==> src/design/nlms_pkg.sv <==
// package for the nlms adaptive fir core: types, register indexes, q15 helpers
// no dependencies
`timescale 1ns / 1ps
package nlms_pkg;

    localparam int MAX_TAPS_DEF = 32;
    localparam int CFG_IDX_W    = 3;
    localparam int CFG_DATA_W   = 15;

    typedef enum logic [CFG_IDX_W-1:0] {
        REG_TAP_COUNT   = 3'd0,
        REG_STEP_ALPHA  = 3'd1,
        REG_REG_OFFSET  = 3'd2,
        REG_POWER_DECAY = 3'd3,
        REG_POWER_GAIN  = 3'd4
    } cfg_reg_t;

    typedef enum logic [3:0] {
        S_IDLE,
        S_PWR1,
        S_PWR2,
        S_DIV0,
        S_RUN,
        S_ERR,
        S_UE,
        S_UPD,
        S_OUT
    } state_t;

    // control broadcast to every cell
    typedef struct packed {
        logic               shift;
        logic               update;
        logic signed [15:0] ue;
    } cell_ctl_t;

    function automatic logic signed [15:0] sat16(input logic signed [32:0] v);
        logic signed [15:0] r;
        if (v > 33'sd32767)
            r = 16'sh7fff;
        else if (v < -33'sd32768)
            r = 16'sh8000;
        else
            r = v[15:0];
        return r;
    endfunction

    function automatic logic signed [31:0] sat32(input logic signed [32:0] v);
        logic signed [31:0] r;
        if (v[32] != v[31])
            r = v[32] ? 32'sh8000_0000 : 32'sh7fff_ffff;
        else
            r = v[31:0];
        return r;
    endfunction

    function automatic logic signed [15:0] mul_r(input logic signed [15:0] a,
                                                 input logic signed [15:0] b);
        logic signed [32:0] p;
        p = 33'(a * b) + 33'sh4000;
        return sat16(p >>> 15);
    endfunction

    function automatic logic signed [15:0] add16(input logic signed [15:0] a,
                                                 input logic signed [15:0] b);
        return sat16(33'(a) + 33'(b));
    endfunction

    function automatic logic signed [31:0] lmul(input logic signed [15:0] a,
                                                input logic signed [15:0] b);
        logic signed [32:0] p;
        p = 33'(a * b) <<< 1;
        return sat32(p);
    endfunction

endpackage

==> src/design/nlms_cell.sv <==
// one tap cell: delay-line sample, weight, and a stage of the systolic mac chain
// depends on nlms_pkg
`timescale 1ns / 1ps
module nlms_cell (
    input  logic                      clk,
    input  logic                      rst_n,
    input  logic                      active,
    input  nlms_pkg::cell_ctl_t       ctl,
    input  logic signed [15:0]        x_prev,
    input  logic signed [31:0]        acc_prev,
    output logic signed [15:0]        x,
    output logic signed [31:0]        acc
);
    import nlms_pkg::*;

    logic signed [15:0] x_reg, x_next;
    logic signed [15:0] w_reg, w_next;
    logic signed [31:0] acc_reg, acc_next;

    always_comb
    begin
        x_next   = x_reg;
        w_next   = w_reg;
        acc_next = acc_prev;
        if (active)
        begin
            acc_next = sat32(33'(acc_prev) + 33'(lmul(w_reg, x_reg)));
            if (ctl.shift)
                x_next = x_prev;
            if (ctl.update)
                w_next = add16(w_reg, mul_r(ctl.ue, x_reg));
        end
    end

    always_ff @(posedge clk or negedge rst_n)
    begin
        if (!rst_n)
        begin
            x_reg   <= '0;
            w_reg   <= '0;
            acc_reg <= '0;
        end
        else
        begin
            x_reg   <= x_next;
            w_reg   <= w_next;
            acc_reg <= acc_next;
        end
    end

    assign x   = x_reg;
    assign acc = acc_reg;
endmodule

==> config.mk <==
export PLATFORM = sky130hd
export DESIGN_NAME = nlms_cell
export DESIGN_NICKNAME = d
export VERILOG_FILES = /design/src/design/nlms_pkg.sv /design/src/design/nlms_cell.sv
export SDC_FILE = /design/constraint.sdc
export NUM_CORES = 2
export LEC_CHECK = 0
export BUFFER_PORTS_ARGS = -buffer_cell sky130_fd_sc_hd__buf_2
export CORE_ASPECT_RATIO = 1.75
export CORE_MARGIN = 2
export CORE_UTILIZATION = 46
export CTS_CLUSTER_DIAMETER = 120
export CTS_CLUSTER_SIZE = 28
export DETAILED_ROUTE_END_ITERATION = 8
export SYNTH_ARGS = -nofsm -noshare
export SYNTH_HDL_FRONTEND = slang
export SYNTH_SLANG_ARGS = --single-unit
==> constraint.sdc <==
create_clock -name clk -period 12.15 [get_ports clk]
set_input_delay 1.215 -clock clk [delete_from_list [all_inputs] [get_ports clk]]
set_output_delay 1.215 -clock clk [all_outputs]
set_load 0.01 [all_outputs]
==> flow_summary.toml <==
[run_status]
status = "finished clean"

[timing]
fin_setup_tns_ns = 0
finalCritPeriodShare_pct = 93.4
slew_headroom_pct = 27.7
skew_ns = 0.0242
finalSetupViolations = 0
tightestPinTransition_ns = 1.07
rsz0062_at_grt = "no"
max_freq_ghz = 0.0881
drv_slew = 0
hold-worst-slack_ns = 0.539
finalHoldViolations = 0
fin_crit_ns = 11.35

[yosys]
syn_nets = 3581
synthSimpleGateAreaFrac_pct = 14.5
synth_top_family_by_area = "adder cells"
synth_edf_count = 0
synth_warnings = 0
synth-compound-area-share_pct = 9.85
ys.flop_type = "dfrtp_1"
syn_inst = 2772
async_reset_ff_share_pct = 100
synth_cell_types = 86
avgSynthCellArea_um2 = 9.00
ys_seq_elements = 64
synth_fa_ha_area_share_pct = 53.2
ys_seq_area_share_pct = 6.42
synth.cell_area_um2 = 24900
synth_xor_xnor_area_share_pct = 3.34
muxShareOfSynthArea_pct = 1.02

[global_route]
first_global_vias = 21700
grt_max_degree = 65
grt_use_total_pct = 24.3
grt_pass1_wl_mm = 109
gr-total-overflow = 0
antenna_found_initial = 0

[detailed_routing]
vias = 18700
firstDrtPassIters = 5
wl_mm = 63.7
post-route-drc-count = 0
wl_per_cell_um = 18.2
ant_nets = 0
dr.first_iter.drc_count = 722
via_per_inst = 5.33

[setup_path]
crit_buf_inv = 4
reg2reg_to = "acc[7]"
crit_start = "x[6]"
endpoint = "acc[7]"
cp-start-kind = "flop"
end_kind = "flop"
max_stage_delay_ns = 0.91
crit_arrival_ns = 11.55
crit_top_cell = "fa_1"
reg2regPathDepth = 33
path_max_fanout = 28
rrSetupSlack_ns = 0.80
timing.rr.start = "x[6]"
critPathKind = "reg2reg"
cpLargestDelayFamily = "compound AO/OA/AOI/OAI gates"
cp.required_ns = 12.35
critical_path.slowest_cell = "dfrtp_1"
cp.depth = 33

[place]
dp_hpwl_mm = 54.9
routabilityCongestion = 0.901
port_buffers = 116

[clock_network]
insertion_delay_ns = 0.38
cts_made_buffers = 9
postCtsHoldBufs = 0
cts_resized = 0
cts_sinks = 64
cts_setup_buffers = 0
tritoncts = "done"
cts-root-buf = "clkbuf_16"
clk_pin_slew_ns = 0.07
cts_buffer_depth = 2
cts-htree-levels = 3

[cells_and_area]
syn_to_final_growth_pct = 5.80
n_antenna_cell = 0
drive_above_1_share_pct = 7.80
nNetsFinal = 3624
largest_reg_flops = 32

[worst_hold_path]
worstHoldPathType = "reg2reg"

[floorplanning]
dieArea_um2 = 56200
core-area_um2 = 53500
die-width_um = 180
die_h_um = 312
start_util_pct = 46.6
pin_count = 117
rows = 112

[flow_run]
cap_violations = 0
-- worst reg2reg max path: cells and delay by family (launching register included) --
family                   cells  cell delay [ns]
AO/OA/AOI/OAI               17             4.82
AND/OR/NAND/NOR              3             0.63
adder cells (fa/ha/maj)      9             4.21
flip-flops                   1             0.91
buffers and inverters        4             0.58
-- cells in the final DEF (no fill, tap or decap), types with 49 or more instances in the layout --
cell type,n
fa_1,531
inv_1,635
a21o_1,73
o21ai_0,49
dfrtp_1,64
nand2_1,320
xnor2_1,71
a21oi_1,106
and2_1,214
nor2_1,68
ha_1,209
buf_2,115
-- how the worst min path moves through the flow --
| stage | from | cells after the start | slack [ns] | to |
|---|---|---|---|---|
| after global placement | x[11] | 1 | 0.52 | x[11] |
| after detailed placement | x[11] | 1 | 0.53 | x[11] |
| final | x[11] | 1 | 0.54 | x[11] |
| after global routing | x[11] | 1 | 0.57 | x[11] |
| after floorplan | w_reg[14] | 2 | 0.55 | w_reg[14] |
| after CTS | x[11] | 1 | 0.55 | x[11] |
-- final cells by class --
type,instances,area [um^2]
tap,684,856
sequential,64,1600
multi-input combinational,1961,20400
fill,5124,27100
clock buffer,11,253
clock inverter,5,62.6
timing repair buffer,144,793
inverter,635,2380
-- routing by layer --
layer	GRT usage, %	vias to the layer above	wire (um)
met3	1.88	153	1530
met5	0	-	0
met2	48.2	385	36500
met1	25.6	9611	22800
li1	-	8533	-
met4	11.1	0	2960
-- cells by family (layout without fill, tap and decap cells) --
group           Yosys count  in the layout
mux                      23             23
flops                    64             64
simple gates            735            735
xor+xnor                 95             95
buf+inv                 747            795
compound gates          365            365
fa+ha+maj               743            743
-- per-stage QoR --
| stage | setup WS [ns] | instance area [um^2] | instances | utilization [%] |
|---|---|---|---|---|
| floorplan | 2.09 | 24900 | 2772 | - |
| global placement | 0.876 | 26100 | 3488 | 48.7 |
| detailed placement | 0.657 | 26100 | 3488 | 48.7 |
| CTS | 0.797 | 26400 | 3504 | 49.3 |
| global route | 0.00343 | 26400 | 3504 | 49.3 |
| finish | 0.805 | 26400 | 3504 | 49.3 |
-- cells in the mapped netlist (all sizes together) (6+ instances only) --
cell type  instances  area share, %
or2                6           0.15
a211oi            14           0.48
xor2              24           0.84
dfrtp             64            6.4
nand2b            23           0.58
and3              11           0.31
a31o               6           0.21
nand4             12           0.30
nor2b             10           0.25
nand3             21           0.42
mux2              19           0.86
o22ai             33           0.83
inv              635            9.6
o211ai            11           0.35
o21ai             55            1.2
fa               531             43
nor2              68            1.0
ha               209             10
xnor2             71            2.5
a21boi             7           0.21
and2             216            5.4
o21a              11           0.33
or3                9           0.25
buf               17           0.54
a21oi            109            2.3
clkbuf            91            1.4
nand2            320            4.8
a21o              79            2.4
nor3              22           0.46
a31oi              7           0.18
Power is not shown: default switching activity piles up to over one toggle a cycle in this logic, so the estimate is an artifact.
