**config.mk**
```make
export PLATFORM = sky130hd
export DESIGN_NAME = nlms_div
export DESIGN_NICKNAME = d
export VERILOG_FILES = /design/src/design/nlms_pkg.sv /design/src/design/nlms_div.sv
export SDC_FILE = /design/constraint.sdc
export NUM_CORES = 1
export LEC_CHECK = 0
export ABC_CLOCK_PERIOD_IN_PS = 6700
export BUFFER_PORTS_ARGS = -buffer_cell sky130_fd_sc_hd__buf_2
export CAP_MARGIN = 25
export CORE_MARGIN = 5
export CORE_UTILIZATION = 25
export DETAILED_ROUTE_END_ITERATION = 7
export PLACE_DENSITY = 0.46
export SETUP_SLACK_MARGIN = 0.3
export SYNTH_ARGS = -nofsm -noshare
export SYNTH_HDL_FRONTEND = slang
export SYNTH_SLANG_ARGS = --single-unit
```
**constraint.sdc**
```tcl
create_clock -name clk -period 6.7 [get_ports clk]
set_input_delay 1.34 -clock clk [delete_from_list [all_inputs] [get_ports clk]]
set_output_delay 1.34 -clock clk [all_outputs]
set_load 0.005 [all_outputs]
```
**src/design/nlms_pkg.sv**
```systemverilog
// package for the nlms adaptive fir core: types, register indexes, q15 helpers
// no dependencies
`timescale 1ns / 1ps
package nlms_pkg;

    localparam int MAX_TAPS_DEF = 32;
    localparam int CFG_IDX_W    = 3;
    localparam int CFG_DATA_W   = 15;

    typedef enum logic [CFG_IDX_W-1:0] {
        REG_TAP_COUNT   = 3'd0,
        REG_STEP_ALPHA  = 3'd1,
        REG_REG_OFFSET  = 3'd2,
        REG_POWER_DECAY = 3'd3,
        REG_POWER_GAIN  = 3'd4
    } cfg_reg_t;

    typedef enum logic [3:0] {
        S_IDLE,
        S_PWR1,
        S_PWR2,
        S_DIV0,
        S_RUN,
        S_ERR,
        S_UE,
        S_UPD,
        S_OUT
    } state_t;

    // control broadcast to every cell
    typedef struct packed {
        logic               shift;
        logic               update;
        logic signed [15:0] ue;
    } cell_ctl_t;

    function automatic logic signed [15:0] sat16(input logic signed [32:0] v);
        logic signed [15:0] r;
        if (v > 33'sd32767)
            r = 16'sh7fff;
        else if (v < -33'sd32768)
            r = 16'sh8000;
        else
            r = v[15:0];
        return r;
    endfunction

    function automatic logic signed [31:0] sat32(input logic signed [32:0] v);
        logic signed [31:0] r;
        if (v[32] != v[31])
            r = v[32] ? 32'sh8000_0000 : 32'sh7fff_ffff;
        else
            r = v[31:0];
        return r;
    endfunction

    function automatic logic signed [15:0] mul_r(input logic signed [15:0] a,
                                                 input logic signed [15:0] b);
        logic signed [32:0] p;
        p = 33'(a * b) + 33'sh4000;
        return sat16(p >>> 15);
    endfunction

    function automatic logic signed [15:0] add16(input logic signed [15:0] a,
                                                 input logic signed [15:0] b);
        return sat16(33'(a) + 33'(b));
    endfunction

    function automatic logic signed [31:0] lmul(input logic signed [15:0] a,
                                                input logic signed [15:0] b);
        logic signed [32:0] p;
        p = 33'(a * b) <<< 1;
        return sat32(p);
    endfunction

endpackage

```
**src/design/nlms_div.sv**
```systemverilog
// restoring divider for the step size, one quotient bit per cycle
// depends on nlms_pkg
`timescale 1ns / 1ps
module nlms_div (
    input  logic               clk,
    input  logic               rst_n,
    input  logic               start,
    input  logic [14:0]        num,
    input  logic [14:0]        den,
    output logic               busy,
    output logic signed [15:0] mu
);
    import nlms_pkg::*;

    logic [3:0]  cnt_reg, cnt_next;
    logic        busy_reg, busy_next;
    logic [14:0] rem_reg, rem_next;
    logic [14:0] quo_reg, quo_next;
    logic [14:0] den_reg, den_next;
    logic [15:0] trial;

    always_comb
    begin
        cnt_next  = cnt_reg;
        busy_next = busy_reg;
        rem_next  = rem_reg;
        quo_next  = quo_reg;
        den_next  = den_reg;
        trial     = {rem_reg, quo_reg[14]};
        if (start)
        begin
            cnt_next  = 4'd15;
            busy_next = 1'b1;
            rem_next  = '0;
            quo_next  = num;
            den_next  = den;
        end
        else if (busy_reg)
        begin
            if (trial >= {1'b0, den_reg})
            begin
                rem_next = 15'(trial - {1'b0, den_reg});
                quo_next = {quo_reg[13:0], 1'b1};
            end
            else
            begin
                rem_next = trial[14:0];
                quo_next = {quo_reg[13:0], 1'b0};
            end
            cnt_next = cnt_reg - 4'd1;
            if (cnt_reg == 4'd1)
                busy_next = 1'b0;
        end
    end

    always_ff @(posedge clk or negedge rst_n)
    begin
        if (!rst_n)
        begin
            cnt_reg  <= '0;
            busy_reg <= 1'b0;
        end
        else
        begin
            cnt_reg  <= cnt_next;
            busy_reg <= busy_next;
        end
    end

    always_ff @(posedge clk)
    begin
        rem_reg <= rem_next;
        quo_reg <= quo_next;
        den_reg <= den_next;
    end

    // zero divisor saturates the step size
    assign mu   = (den_reg == '0) ? 16'sh7fff : signed'({1'b0, quo_reg});
    assign busy = busy_reg;
endmodule

```
==> flow_metrics.py <==
metrics = {
    "setup_path": {
        "crit-reg2reg-capture": "rem_reg[14]$_SDFFE_PP0P_",
        "cp.arrival_ns": 2.07,
        "cp-end-kind": "output port",
        "worstSetupPathType": "flop to output port",
        "worstPathMaxFanout": 15,
        "worstPathRequired_ns": 5.36,
        "critical_path.endpoint": "mu[8]",
        "reg2reg_slack_ns": 4.00,
        "reg2reg_from": "den_reg[0]$_DFFE_PP_",
        "cp-start-kind": "flop",
        "critPathLaunch": "den_reg[1]$_DFFE_PP_",
        "r2r_cells": 8,
    },
    "detailed_routing": {
        "postRouteAntennaNets": 0,
        "drt_iter0_drc": 101,
        "drc": 0,
        "routed_wl_um": 7580,
        "firstDrtPassIters": 4,
        "vias": 2427,
        "wl_per_cell_um": 14.6,
        "via_per_inst": 4.66,
    },
    "grt": {
        "antenna_found_initial": 0,
        "use_met2_pct": 17.7,
        "grt.total_usage_pct": 10.6,
        "overflow": 0,
        "grt_pass1_vias": 2469,
        "met1_usage_pct": 14.0,
        "grt_max_degree": 46,
        "busiest_layer": "met2",
        "grt_use_met3_pct": 2.12,
        "grt_pass1_wl_um": 12600,
    },
    "logic_synthesis": {
        "synth_edf_count": 30,
        "yosysSeqAreaShare_pct": 41.9,
        "avgSynthCellArea_um2": 10.3,
        "synth_fa_ha_area_share_pct": 7.35,
        "ys_warn_count": 0,
        "ys_types": 65,
        "synth-simple-area-share_pct": 15.1,
        "ys_ff_latch": 50,
        "synth_xor_area_share_pct": 3.04,
        "synth_compound_area_share_pct": 21.0,
        "ys_async_sr_fraction_pct": 10.0,
        "synth_fp_nets": 357,
        "synthCells": 306,
        "synth-main-ff-cell": "edfxtp_1",
        "synth_top_family_by_area": "compound AO/OA/AOI/OAI gates",
        "synth_mux_area_share_pct": 5.65,
        "syn-cell-area_mm2": 0.00317,
    },
    "pwr": {
        "powerDensity_mw_per_mm2": 327,
        "finalPower_mw": 1.21,
        "leakage_nw": 1.53,
        "ir_drop_mv": 0.205,
    },
    "clock_tree": {
        "clock_sinks": 50,
        "clkLatencyLatePin_ns": 0.29,
        "clock_path_buffers": 2,
        "cts_tree": "built",
        "hold_buffers": 0,
        "cts_setup_buffers": 0,
        "htree_levels": 2,
        "ctsResizeCount": 0,
        "cts_buffers": 5,
        "cts-root-buf": "clkbuf_16",
        "clkTransAtPathRegs_ns": 0.07,
    },
    "timing": {
        "fmax_mhz": 294,
        "finalCritPeriodShare_pct": 50.9,
        "rsz0062_at_grt": "no",
        "finalHoldViolCount": 0,
        "skew_ns": 0.00622,
        "fin_crit_ns": 3.41,
        "maxSlewHeadroom_pct": 55.3,
        "setup_viol": 0,
        "timing_worst_slew_pin_value_ns": 0.668,
        "slew_viol_final": 0,
        "fin_setup_tns_ns": 0,
    },
    "place": {
        "portBuffers": 48,
        "place_congestion": 0.808,
        "hpwl_um": 5670,
    },
    "finish": {
        "diodes": 0,
        "layout_commonest_cell": "buf_2",
        "syn_to_final_growth_pct": 17.0,
        "layout_common_cells": "buf_2, edfxtp_1, nor2_1, inv_1, nand2_1",
        "num-nets-final": 399,
        "fillCellCount": 1334,
        "drive_gt1_share_pct": 28.7,
    },
    "floorplan": {
        "die_w_um": 123,
        "die_area_mm2": 0.0150,
        "core_area_mm2": 0.0125,
        "start_util_pct": 25.3,
        "die_height_um": 123,
        "ios": 50,
        "placementRows": 41,
    },
    "min_path": {
        "hold_class": "flop to flop",
    },
    "status": {
        "outcome": "completed",
    },
    "job": {
        "drv_cap": 0,
    },
}
## layer usage
layer / routed length, um / vias to the layer above
li1: - / 1227
met1: 3610 / 1141
met2: 3610 / 52
met3: 266 / 7
met4: 97 / 0
met5: 0 / -
## layout make-up
cell class	instances	area [um2]	area share [%]
clock buffers	7	153	4.12
clock inverters	1	8.76	0.236
flip-flops and latches	50	1330	35.8
inverters	22	82.6	2.23
well taps	172	215	5.81
repair buffers	51	263	7.09
multi-input cells	218	1660	44.7
## critical path, stage by stage, from the launching register on
cell      delay, ns
edfxtp_1       0.45
nor4_1         0.33
nand4_1        0.58
nand2b_1       0.27
buf_2          0.14
## report_power, final
group / internal (mW) / switching [mW]
logic: 0.221 / 0.288
registers: 0.384 / 0.0428
clock network: 0.160 / 0.115
total: 0.765 / 0.446
## synth_stat cells (all sizes together), types with 5 or more instances
master  number  area (um2)
edfxtp      30         901
nor2        23        88.8
inv         21        78.8
nand2       19        73.8
ha          17         213
o21ai       17         123
dfxtp       15         300
mux2        15         169
nand2b      15        93.8
nand3       15        80.1
a21oi       12        67.6
a311oi      11         115
clkbuf       9        33.8
buf          7        67.6
xnor2        7        61.3
a21o         6        45.0
and3         6        37.5
dfrtp        5         125
## through the flow
stage	area (um2)	hold slack (ns)	cells	setup slack, ns	util, %
finish	3700	0.512	521	3.29	29.6
floorplan	3170	0.477	306	4.12	-
global route	3700	0.536	521	3.08	29.6
detailed placement	3540	0.505	513	3.46	28.3
global placement	3540	0.498	513	3.50	28.3
CTS	3700	0.519	521	3.24	29.6
## how the worst min path moves through the flow
stage	slack [ns]	endpoint	depth (start not counted)	startpoint
2_1_floorplan	0.48	rem_reg[8]$_SDFFE_PP0P_	2	rem_reg[8]$_SDFFE_PP0P_
4_1_cts	0.52	rem_reg[4]$_SDFFE_PP0P_	2	rem_reg[4]$_SDFFE_PP0P_
6_report	0.51	rem_reg[2]$_SDFFE_PP0P_	2	rem_reg[2]$_SDFFE_PP0P_
3_5_place_dp	0.50	rem_reg[4]$_SDFFE_PP0P_	2	rem_reg[4]$_SDFFE_PP0P_
5_1_grt	0.54	rem_reg[7]$_SDFFE_PP0P_	2	rem_reg[7]$_SDFFE_PP0P_
3_3_place_gp	0.50	rem_reg[7]$_SDFFE_PP0P_	2	rem_reg[7]$_SDFFE_PP0P_
## kinds of logic (layout without fill, tap and decap cells)
family / after synthesis / after routing
xor gates and xnor gates: 11 / 11
other: 1 / 1
muxes: 16 / 16
buffers and inverters: 38 / 81
AOI/OAI and AO/OA: 78 / 78
adders and majority gates: 18 / 18
and+or+nand+nor: 94 / 94
DFF: 50 / 50
(Power assumes the default switching activity.)
